<file path="src/rtl/oldq_pkg.sv">
`default_nettype none

package oldq_pkg;

    // List size and derived widths
    localparam int CAPACITY = 16;
    localparam int ADDR_W   = (CAPACITY > 1) ? $clog2(CAPACITY) : 1;
    localparam int CNT_W    = $clog2(CAPACITY + 1);
    localparam int DATA_W   = 32;
    localparam int OCC_W    = 5;

    // Request codes
    localparam logic [2:0] REQ_PUSH_FRONT = 3'd0;
    localparam logic [2:0] REQ_PUSH_BACK  = 3'd1;
    localparam logic [2:0] REQ_POP_FRONT  = 3'd2;
    localparam logic [2:0] REQ_POP_BACK   = 3'd3;
    localparam logic [2:0] REQ_REMOVE     = 3'd4;
    localparam logic [2:0] REQ_QUERY      = 3'd5;

    // Status codes
    localparam logic [1:0] ST_OK       = 2'd0;
    localparam logic [1:0] ST_EMPTY    = 2'd1;
    localparam logic [1:0] ST_FULL     = 2'd2;
    localparam logic [1:0] ST_NOTFOUND = 2'd3;

    typedef struct packed {
        logic [2:0]               req_type;
        logic signed [DATA_W-1:0] item_value;
    } req_t;

    typedef struct packed {
        logic [1:0]               status;
        logic signed [DATA_W-1:0] removed_value;
        logic                     found;
        logic [OCC_W-1:0]         occupancy;
    } rsp_t;

endpackage

`default_nettype wire

</file>
<file path="src/rtl/oldq_ram.sv">
`default_nettype none

module oldq_ram #(
    parameter int WIDTH = 32,
    parameter int DEPTH = 16
) (
    input  wire logic                     clk,
    input  wire logic                     wr_en,
    input  wire logic [$clog2(DEPTH)-1:0] wr_addr,
    input  wire logic [WIDTH-1:0]         wr_data,
    input  wire logic                     rd_en,
    input  wire logic [$clog2(DEPTH)-1:0] rd_addr,
    output logic      [WIDTH-1:0]         rd_data
);

    logic [WIDTH-1:0] mem [DEPTH];

    // Single write port, registered read port
    always_ff @(posedge clk)
    begin
        if (wr_en)
        begin
            mem[wr_addr] <= wr_data;
        end
        if (rd_en)
        begin
            rd_data <= mem[rd_addr];
        end
    end

endmodule

`default_nettype wire

</file>
<file path="src/rtl/oldq_unit.sv">
`default_nettype none

// Shared address and compare unit: maps a list position onto the ring
// buffer and compares the word coming back from the RAM with the key.
module oldq_unit (
    input  wire logic [oldq_pkg::ADDR_W-1:0] head,
    input  wire logic [oldq_pkg::ADDR_W-1:0] offset,
    input  wire logic [oldq_pkg::DATA_W-1:0] key,
    input  wire logic [oldq_pkg::DATA_W-1:0] rdata,
    output logic      [oldq_pkg::ADDR_W-1:0] addr,
    output logic                             match
);

    localparam int AW = oldq_pkg::ADDR_W;

    logic [AW:0] sum;

    // head + offset, wrapped once around the ring
    always_comb
    begin
        sum = {1'b0, head} + {1'b0, offset};
        if (sum >= (AW+1)'(oldq_pkg::CAPACITY))
        begin
            sum = sum - (AW+1)'(oldq_pkg::CAPACITY);
        end
        addr = sum[AW-1:0];
    end

    assign match = (rdata == key);

endmodule

`default_nettype wire

</file>
<file path="src/rtl/ordered_list_deque_with_search_core.sv">
`default_nettype none

// Ordered list of up to CAPACITY signed 32-bit values kept as a ring buffer
// in one single-port-read RAM, walked by a small sequencer with one shared
// address/compare unit. One request at a time: req_stall is high from the
// transfer of a request until its response is loaded into the output
// register. A push that fits writes one RAM word, a pop does one RAM read, a
// query scans entries up to and including the match (or all of them when
// none matches), and a remove by value scans the same way and then closes
// the gap, one entry per cycle through the RAM read and write ports. The
// next request is taken while the previous response still waits in the
// output register.
module ordered_list_deque_with_search_core (
    input  wire logic          clk,
    input  wire logic          rst_n,
    input  wire logic          req_valid,
    output logic               req_stall,
    input  wire oldq_pkg::req_t req,
    output logic               rsp_valid,
    input  wire logic          rsp_stall,
    output oldq_pkg::rsp_t     rsp
);

    localparam int AW  = oldq_pkg::ADDR_W;
    localparam int CW  = oldq_pkg::CNT_W;
    localparam int DW  = oldq_pkg::DATA_W;
    localparam int CAP = oldq_pkg::CAPACITY;

    typedef enum logic [5:0] {
        S_IDLE  = 6'b000001,
        S_EXEC  = 6'b000010,
        S_POP   = 6'b000100,
        S_SCAN  = 6'b001000,
        S_SHIFT = 6'b010000,
        S_DONE  = 6'b100000
    } state_t;

    state_t         state_reg, state_next;
    logic [AW-1:0]  head_reg, head_next;
    logic [CW-1:0]  count_reg, count_next;
    logic [CW-1:0]  idx_reg, idx_next;
    logic [AW-1:0]  addr_reg, addr_next;
    logic [AW-1:0]  wdst_reg, wdst_next;
    logic           pend_reg, pend_next;
    logic [2:0]     op_reg, op_next;
    logic [DW-1:0]  val_reg, val_next;
    logic [1:0]     status_reg, status_next;
    logic [DW-1:0]  removed_reg, removed_next;
    logic           found_reg, found_next;
    oldq_pkg::rsp_t rsp_reg, rsp_next;
    logic           rsp_valid_reg, rsp_valid_next;

    logic [AW-1:0]  unit_addr;
    logic           unit_match;
    logic [AW-1:0]  head_dec;
    logic [AW-1:0]  head_inc;
    logic           is_full;
    logic           is_empty;
    logic           issue;

    logic           rd_en;
    logic           wr_en;
    logic [AW-1:0]  wr_addr;
    logic [DW-1:0]  wr_data;
    logic [DW-1:0]  rd_data;

    oldq_unit u_unit (
        .head   (head_reg),
        .offset (idx_reg[AW-1:0]),
        .key    (val_reg),
        .rdata  (rd_data),
        .addr   (unit_addr),
        .match  (unit_match)
    );

    oldq_ram #(
        .WIDTH (DW),
        .DEPTH (CAP)
    ) u_ram (
        .clk     (clk),
        .wr_en   (wr_en),
        .wr_addr (wr_addr),
        .wr_data (wr_data),
        .rd_en   (rd_en),
        .rd_addr (unit_addr),
        .rd_data (rd_data)
    );

    // Ring pointer helpers
    assign head_dec = (head_reg == '0) ? AW'(CAP - 1) : head_reg - AW'(1);
    assign head_inc = (head_reg == AW'(CAP - 1)) ? '0 : head_reg + AW'(1);
    assign is_full  = (count_reg == CW'(CAP));
    assign is_empty = (count_reg == '0);
    assign issue    = (idx_reg < count_reg);

    assign req_stall = (state_reg != S_IDLE);
    assign rsp_valid = rsp_valid_reg;
    assign rsp       = rsp_reg;

    // Sequencer
    always_comb
    begin
        state_next     = state_reg;
        head_next      = head_reg;
        count_next     = count_reg;
        idx_next       = idx_reg;
        addr_next      = addr_reg;
        wdst_next      = wdst_reg;
        pend_next      = pend_reg;
        op_next        = op_reg;
        val_next       = val_reg;
        status_next    = status_reg;
        removed_next   = removed_reg;
        found_next     = found_reg;
        rsp_next       = rsp_reg;
        rsp_valid_next = rsp_valid_reg;
        rd_en          = 1'b0;
        wr_en          = 1'b0;
        wr_addr        = unit_addr;
        wr_data        = val_reg;

        // response register drains on transfer
        if (rsp_valid_reg && !rsp_stall)
        begin
            rsp_valid_next = 1'b0;
        end

        case (state_reg)
            S_IDLE:
            begin
                if (req_valid)
                begin
                    op_next      = req.req_type;
                    val_next     = req.item_value;
                    status_next  = oldq_pkg::ST_OK;
                    removed_next = '0;
                    found_next   = 1'b0;
                    pend_next    = 1'b0;
                    if (req.req_type == oldq_pkg::REQ_POP_BACK)
                    begin
                        idx_next = count_reg - CW'(1);
                    end
                    else if (req.req_type == oldq_pkg::REQ_PUSH_BACK)
                    begin
                        idx_next = count_reg;
                    end
                    else
                    begin
                        idx_next = '0;
                    end
                    state_next = S_EXEC;
                end
            end

            S_EXEC:
            begin
                state_next = S_DONE;
                case (op_reg)
                    oldq_pkg::REQ_PUSH_FRONT:
                    begin
                        if (is_full)
                        begin
                            status_next = oldq_pkg::ST_FULL;
                        end
                        else
                        begin
                            wr_en      = 1'b1;
                            wr_addr    = head_dec;
                            head_next  = head_dec;
                            count_next = count_reg + CW'(1);
                        end
                    end
                    oldq_pkg::REQ_PUSH_BACK:
                    begin
                        if (is_full)
                        begin
                            status_next = oldq_pkg::ST_FULL;
                        end
                        else
                        begin
                            wr_en      = 1'b1;
                            count_next = count_reg + CW'(1);
                        end
                    end
                    oldq_pkg::REQ_POP_FRONT, oldq_pkg::REQ_POP_BACK:
                    begin
                        if (is_empty)
                        begin
                            status_next = oldq_pkg::ST_EMPTY;
                        end
                        else
                        begin
                            rd_en      = 1'b1;
                            state_next = S_POP;
                        end
                    end
                    oldq_pkg::REQ_REMOVE:
                    begin
                        if (is_empty)
                        begin
                            status_next = oldq_pkg::ST_EMPTY;
                        end
                        else
                        begin
                            state_next = S_SCAN;
                        end
                    end
                    oldq_pkg::REQ_QUERY:
                    begin
                        state_next = S_SCAN;
                    end
                    default:
                    begin
                        state_next = S_DONE;
                    end
                endcase
            end

            // capture the popped word
            S_POP:
            begin
                removed_next = rd_data;
                if (op_reg == oldq_pkg::REQ_POP_FRONT)
                begin
                    head_next = head_inc;
                end
                count_next = count_reg - CW'(1);
                state_next = S_DONE;
            end

            // read one entry per cycle, compare the one read last cycle
            S_SCAN:
            begin
                if (pend_reg && unit_match)
                begin
                    found_next = 1'b1;
                    pend_next  = 1'b0;
                    if (op_reg == oldq_pkg::REQ_QUERY)
                    begin
                        state_next = S_DONE;
                    end
                    else
                    begin
                        state_next = S_SHIFT;
                    end
                end
                else
                begin
                    pend_next = issue;
                    if (issue)
                    begin
                        rd_en     = 1'b1;
                        addr_next = unit_addr;
                        idx_next  = idx_reg + CW'(1);
                    end
                    else
                    begin
                        // last entry compared without a match, or list empty
                        status_next = oldq_pkg::ST_NOTFOUND;
                        state_next  = S_DONE;
                    end
                end
            end

            // close the gap: read entry k+1, write it one slot down
            S_SHIFT:
            begin
                if (pend_reg)
                begin
                    wr_en   = 1'b1;
                    wr_addr = wdst_reg;
                    wr_data = rd_data;
                end
                pend_next = issue;
                if (issue)
                begin
                    rd_en     = 1'b1;
                    addr_next = unit_addr;
                    wdst_next = addr_reg;
                    idx_next  = idx_reg + CW'(1);
                end
                else
                begin
                    // final move (if any) is written this cycle
                    count_next = count_reg - CW'(1);
                    state_next = S_DONE;
                end
            end

            // hand the response to the output register
            S_DONE:
            begin
                if (!rsp_valid_reg || !rsp_stall)
                begin
                    rsp_next.status        = status_reg;
                    rsp_next.removed_value = removed_reg;
                    rsp_next.found         = found_reg;
                    rsp_next.occupancy     = oldq_pkg::OCC_W'(count_reg);
                    rsp_valid_next         = 1'b1;
                    state_next             = S_IDLE;
                end
            end

            default:
            begin
                state_next = S_IDLE;
            end
        endcase
    end

    // Control state
    always_ff @(posedge clk or negedge rst_n)
    begin
        if (!rst_n)
        begin
            state_reg     <= S_IDLE;
            head_reg      <= '0;
            count_reg     <= '0;
            pend_reg      <= 1'b0;
            rsp_valid_reg <= 1'b0;
        end
        else
        begin
            state_reg     <= state_next;
            head_reg      <= head_next;
            count_reg     <= count_next;
            pend_reg      <= pend_next;
            rsp_valid_reg <= rsp_valid_next;
        end
    end

    // Payload and working registers
    always_ff @(posedge clk)
    begin
        idx_reg     <= idx_next;
        addr_reg    <= addr_next;
        wdst_reg    <= wdst_next;
        op_reg      <= op_next;
        val_reg     <= val_next;
        status_reg  <= status_next;
        removed_reg <= removed_next;
        found_reg   <= found_next;
        rsp_reg     <= rsp_next;
    end

endmodule

`default_nettype wire

</file>
<file path="config.mk">
export PLATFORM = sky130hd
export DESIGN_NAME = ordered_list_deque_with_search_core
export DESIGN_NICKNAME = d
export VERILOG_FILES = /design/src/rtl/oldq_pkg.sv /design/src/rtl/oldq_ram.sv /design/src/rtl/oldq_unit.sv /design/src/rtl/ordered_list_deque_with_search_core.sv
export SDC_FILE = /design/constraint.sdc
export NUM_CORES = 1
export LEC_CHECK = 0
export BUFFER_PORTS_ARGS = -buffer_cell sky130_fd_sc_hd__buf_2
export CAP_MARGIN = 10
export CELL_PAD_IN_SITES_DETAIL_PLACEMENT = 0
export CELL_PAD_IN_SITES_GLOBAL_PLACEMENT = 1
export CORE_MARGIN = 5
export CORE_UTILIZATION = 50
export DETAILED_ROUTE_END_ITERATION = 16
export GPL_TIMING_DRIVEN = 0
export PLACE_DENSITY_LB_ADDON = 0.1
export SLEW_MARGIN = 20
export SYNTH_ARGS = -nofsm -noshare
export SYNTH_HDL_FRONTEND = slang
export SYNTH_SLANG_ARGS = --single-unit
</file>
<file path="constraint.sdc">
create_clock -name clk -period 10.84 [get_ports clk]
set_input_delay 2.168 -clock clk [delete_from_list [all_inputs] [get_ports clk]]
set_output_delay 2.168 -clock clk [all_outputs]
set_load 0.03 [all_outputs]
</file>
==> results of run 1 <==
[cells by family after synthesis]
group,Yosys count
AOI/OAI and AO/OA,93
xor gates and xnor gates,51
adders and majority gates,16
buffers and inverters,81
DFF,684
muxes,131
and+or+nand+nor,418
[cell usage in the layout, fill, tap and decap left out, types with 6 or more instances in the layout]
cell / netlist / final
edfxtp_1: 667 / 667
and3_1: 36 / 36
buf_16: 0 / 18
clkinv_2: 0 / 12
a21oi_1: 25 / 24
nand4_1: 12 / 12
buf_1: 11 / 8
buf_2: 7 / 88
bufinv_16: 0 / 7
ha_1: 15 / 15
o21ai_1: 8 / 7
clkinv_1: 0 / 13
nor2_4: 0 / 17
xnor2_1: 43 / 43
nand3_1: 10 / 10
nand2b_1: 6 / 6
mux4_2: 128 / 128
a31oi_1: 33 / 33
xor2_1: 8 / 8
and2_1: 33 / 33
clkbuf_16: 0 / 73
clkbuf_1: 45 / 59
dfrtp_1: 16 / 16
nand2_1: 263 / 262
nor2_1: 30 / 13
buf_12: 0 / 10
inv_1: 16 / 16
[power by group]
group          switching (µW)  internal [µW]  total [µW]  leakage (µW)
Sequential               97.0           3270        3370       0.00626
Clock                     982           1400        2380       0.00110
Combinational            2250           1410        3660       0.00305
[how the worst max path moves through the flow]
stage | start | to | slack [ns]
floorplan | rsp_stall | rsp[0] | 6.29
global placement | idx_reg[0] | u_ram.mem[0][17] | 3.76
detailed placement | idx_reg[0] | u_ram.mem[11][22] | 6.22
CTS | head_reg[0] | u_ram.mem[11][20] | 6.19
global route | idx_reg[0] | u_ram.mem[11][25] | 6.01
finish | head_reg[0] | u_ram.mem[3][18] | 6.23
[through the flow]
| step | worst slack (ns) | power (µW) | util (%) |
|---|---|---|---|
| CTS | 6.19 | 9520 | 59.0 |
| floorplan | 6.29 | 5800 | - |
| global placement | 3.76 | 7010 | 53.1 |
| finish | 6.23 | 9410 | 59.0 |
| global route | 6.01 | 9910 | 59.0 |
| detailed placement | 6.22 | 7120 | 54.8 |
[worst reg2reg max path, delay by kind of cell, from the launching register on]
family | cells | cell delay (ns)
adders and majority gates | 2 | 1.00
DFF | 1 | 0.47
and+or+nand+nor | 3 | 0.91
AOI/OAI and AO/OA | 2 | 0.37
buffers and inverters | 4 | 1.54
[per-layer routing]
layer  track usage [%]  vias up  share of wire [%]
met5                 0        -                  0
met4              6.28        0                2.1
met3              4.05       90                7.3
met2              36.5      599                 48
met1              33.1     7440                 42
li1                  -     6137                  -
[final cells by class]
class | count | area (µm²)
buffer | 63 | 249
clock buffer | 87 | 1880
clock inverter | 37 | 372
fill | 3949 | 21700
inverter | 18 | 67.6
multi-input combinational | 709 | 6210
sequential | 684 | 20500
tap | 688 | 861
timing repair buffer | 109 | 1110
==> metrics, run 1 <==
CTS resizes=0; reg2reg start=head_reg[0]; Crit-path slowest cell=fa_1; Overflow after GRT=0; core area=52,900 µm²; Syn Inst Count=1,474; most frequent CP cell=clkbuf_1; Compound-Gate Fraction of Synth Area=2.17%; Non-Filler Instances=2,395; CP peak stage delay=0.73 ns; number of cells on the worst hold path=0; # port buffers=80; post-placement cell count=2,271; Post-CTS Hold Fix Bufs=0; post-synthesis adder-cell area fraction=0.774%; EDFF count, synth=667; Slew HR=32.7%; final hold violation count=0; H-tree depth=3; hpwl dp=43.6 mm; syn avg cell area=18.2 µm²; Setup-failing EPs final=0; routed length per placed instance=27.8 µm; critical hold path startpoint=addr_reg[2]; syn_nets=1,529; outcome=finished clean; CP delay by family, top=buffers and inverters; CTS tree=yes; vias in the first global route=14,123; area leader, netlist=edfxtp_1; number of I/O pins=81; Hold Path End=wdst_reg[2]; total number of vias=14,266; worst slew pin tran=1.01 ns; crit start category=flop; Area contributors post-synth=edfxtp_1 75%, mux4_2 11%, nand2_1 3.7%, dfrtp_1 1.5%, xnor2_1 1.4%; post-synthesis sequential area ratio=76.3%; DRC=0; share of layout cells above drive strength 1=21.7%; post-synthesis mux area share=10.9%; fin. max-slew vios=0; crit path time final=4.61 ns; Routed Antenna Nets=0; most frequent cells after synthesis=667 x edfxtp_1, 263 x nand2_1, 128 x mux4_2, 45 x clkbuf_1, 43 x xnor2_1; worst-skew pair later-pin latency=0.61 ns; final hold slack=0.411 ns; RSZ-0062 raised after global routing=false; Top FF cell, synth=edfxtp_1; Post-synth ARST share=2.49%; YS warnings=0; crit end category=flop; CTS sink count=684; r2r setup slk=6.23 ns; count of cell types in the netlist=50; total global routing track utilization=22.8%; Worst Skew=0.0223 ns; reg2reg path depth=11; CTS Buffer Depth=3; DR pass1 iterations=5; crit share post-route=42.5%; Max Cap Viol=0; Post-Synthesis Cell Area=26,800 µm²; # diodes=0; P per Cell Area=302 nW/µm²; required time of the critical path=11.14 ns; Critical R2R Capture=u_ram.mem[3][18]; #FFs+latches synth=684; top cell type's share of synthesized area=74.7%; Buf/Inv on CP=4; Post-Synth Simple-Gate Area=7.09%; CP Depth=11; DRT Wirelength=66.5 mm; count leader, synth=edfxtp_1; Pleak=0.0104 µW; num rows=84; largest family of logic cells by synthesized area=multiplexers; die height=242 µm; Post-Layout Inst Area=31,200 µm²; CTS Buf Count=70; Worst-path clk slew=0.06 ns; Final nets=1,710; area grow syn2layout=16.3%; Post-Synth XOR/XNOR Area=1.67%; Die ar.=58,400 µm²; Crit Path Max Fanout=13; Fmax=0.217 GHz; Initial Util=50.7%; first-pass GRT wire length=97.3 mm; initial antenna violation count=0; final setup TNS=0 ns; Peak VDD IR=188 µV; Worst Path Arrival=4.91 ns; largest net degree at the start of global routing=33; clock root cell=clkbuf_16; CP Class=flop to flop; max reg flops=512; Post-DP Area=28,900 µm²; Iteration-0 DRC Markers=1,577; postcts setup bufs=0; Hold Path Class=flop to flop; Final GP Congestion=0.807; post-DR vias/cell=5.96; CP Cell Sequence=ha_1 -> fa_1 -> clkbuf_1 -> clkbuf_1 -> nor2_1 -> a21oi_1 -> a32o_1 -> nand2_1 -> nor2_4 -> buf_16 -> buf_12; die width=242 µm
No activity file was read; power rests on OpenSTA's default activity.
==> run 2: changes to the inputs <==
--- a/config.mk
+++ b/config.mk
@@ -10,7 +10,7 @@
 export CELL_PAD_IN_SITES_DETAIL_PLACEMENT = 0
 export CELL_PAD_IN_SITES_GLOBAL_PLACEMENT = 1
 export CORE_MARGIN = 5
-export CORE_UTILIZATION = 50
+export CORE_UTILIZATION = 49
 export DETAILED_ROUTE_END_ITERATION = 16
 export GPL_TIMING_DRIVEN = 0
 export PLACE_DENSITY_LB_ADDON = 0.1
==> constraint.sdc (replaced) <==
create_clock -name clk -period 3.8 [get_ports clk]
set_input_delay 0.76 -clock clk [delete_from_list [all_inputs] [get_ports clk]]
set_output_delay 0.76 -clock clk [all_outputs]
set_load 0.03 [all_outputs]
==> metrics, run 2 (synthesized netlist as in run 1, its figures left out) <==
final hold violation count=0; r2r setup slk=0.02 ns; # port buffers=80; crit share post-route=99.4%; Critical R2R Capture=idx_reg[2]; Design Power=26,800 µW; Filler cells=4,069; CTS tree=yes; H-tree depth=3; Die ar.=59,500 µm²; DRC=0; core area=54,000 µm²; footprint of the multi-input gates=6260 µm²; Worst Path Arrival=4.03 ns; Post-CTS Hold Fix Bufs=0; Max Cap Viol=0; initial antenna violation count=2; largest net degree at the start of global routing=33; num rows=85; routed length per placed instance=27.8 µm; crit end category=flop; hpwl dp=43.8 mm; worst-skew pair later-pin latency=0.61 ns; Pleak=0.0106 µW; first-pass GRT wire length=99.0 mm; Slew HR=28.6%; die width=244 µm; required time of the critical path=4.05 ns; outcome=finished clean; sequential standard cell area=20,500 µm²; Worst Skew=0.0222 ns; reg2reg path depth=6; area grow syn2layout=17.7%; most frequent cells in the layout=667 x edfxtp_1, 262 x nand2_1, 128 x mux4_2; reg2reg start=val_reg[8]; Iteration-0 DRC Markers=1,495; Initial Util=49.6%; worst slew pin tran=1.07 ns; number of I/O pins=81; clock root cell=clkbuf_16; Routed Antenna Nets=0; crit path time final=3.78 ns; final hold slack=0.0971 ns; # diodes=0; CP startpoint=val_reg[8]; crit start category=flop; DRT Wirelength=67.7 mm; max reg flops=512; RSZ-0062 raised after global routing=false; vias in the first global route=14,461; total global routing track utilization=23.0%; Hold Path Class=input port to async pin; P per Cell Area=849 nW/µm²; share of layout cells above drive strength 1=23.3%; commonest non-fill, non-tap cell in the layout=edfxtp_1; Crit Path Max Fanout=5; CTS sink count=684; Final GP Congestion=0.806; DR pass1 iterations=5; Worst-path clk slew=0.06 ns; Overflow after GRT=0; Final nets=1,735; CP Class=flop to flop; CTS Buffer Depth=3; fin. max-slew vios=0; Peak VDD IR=584 µV; die height=244 µm; CTS Buf Count=72; Setup-failing EPs final=0; Fmax=0.265 GHz; total number of vias=14,359; post-DR vias/cell=5.91
-- run 2: critical path, stage by stage (launching register included) --
cell	delay [ns]
edfxtp_1	0.51
xor2_1	0.24
or4_1	0.54
or4_1	0.47
or4_1	0.54
nor4_2	0.71
a221oi_1	0.43
-- run 2: repair_timing --
| action | CTS | global route |
|---|---|---|
| pin swaps | 14 | 1 |
| endpoints found under the setup margin | 513 | 352 |
| gates resized for setup | 9 | 8 |
| setup buffers | 21 | 2 |
-- run 2: worst max path at each step --
stage / endpoint / slack [ns] / depth (start not counted)
2_1_floorplan: u_ram.mem[7][0] / -0.29 / 7
3_3_place_gp: u_ram.mem[10][17] / -3.17 / 9
3_5_place_dp: u_ram.mem[2][18] / -0.83 / 9
4_1_cts: u_ram.rd_data[11] / 0.02 / 7
5_1_grt: u_ram.mem[2][17] / 0.0002 / 10
6_report: idx_reg[2] / 0.02 / 6
-- run 2: cell type report --
class	instances	area share [%]
Timing Repair Buffer	133	4.68
Sequential cell	684	64.8
Clock inverter	34	0.793
Tap cell	696	2.76
Buffer	62	0.801
Inverter	18	0.214
Multi-Input combinational cell	709	19.8
Clock buffer	95	6.12
-- run 2: per-stage QoR --
step	setup WS [ns]	util (%)	instances	cell area, µm²	TNS (ns)
2_1_floorplan	-0.290	-	1474	26800	-86.75
3_3_place_gp	-3.17	52.0	2250	28100	-1466.54
3_5_place_dp	-0.830	53.6	2280	29000	-302.56
4_1_cts	0.0232	58.3	2429	31500	0
5_1_grt	0.000174	58.4	2431	31600	0
6_report	0.0243	58.4	2431	31600	0
-- run 2: report_power, final --
part	switching [µW]	total, µW	leakage [µW]	internal, µW
Sequential	268	9600	0.00626	9330
Combinational	6490	10600	0.00325	4110
Clock	2810	6590	0.00107	3780
-- run 2: routing by layer --
metal  wire length (µm)  track usage [%]  vias up
met5                  0                0        -
met4               1840             6.37        0
met3               4240             4.03      110
met2              32500             36.8      529
met1              29100             33.3     7517
li1                   -                -     6203
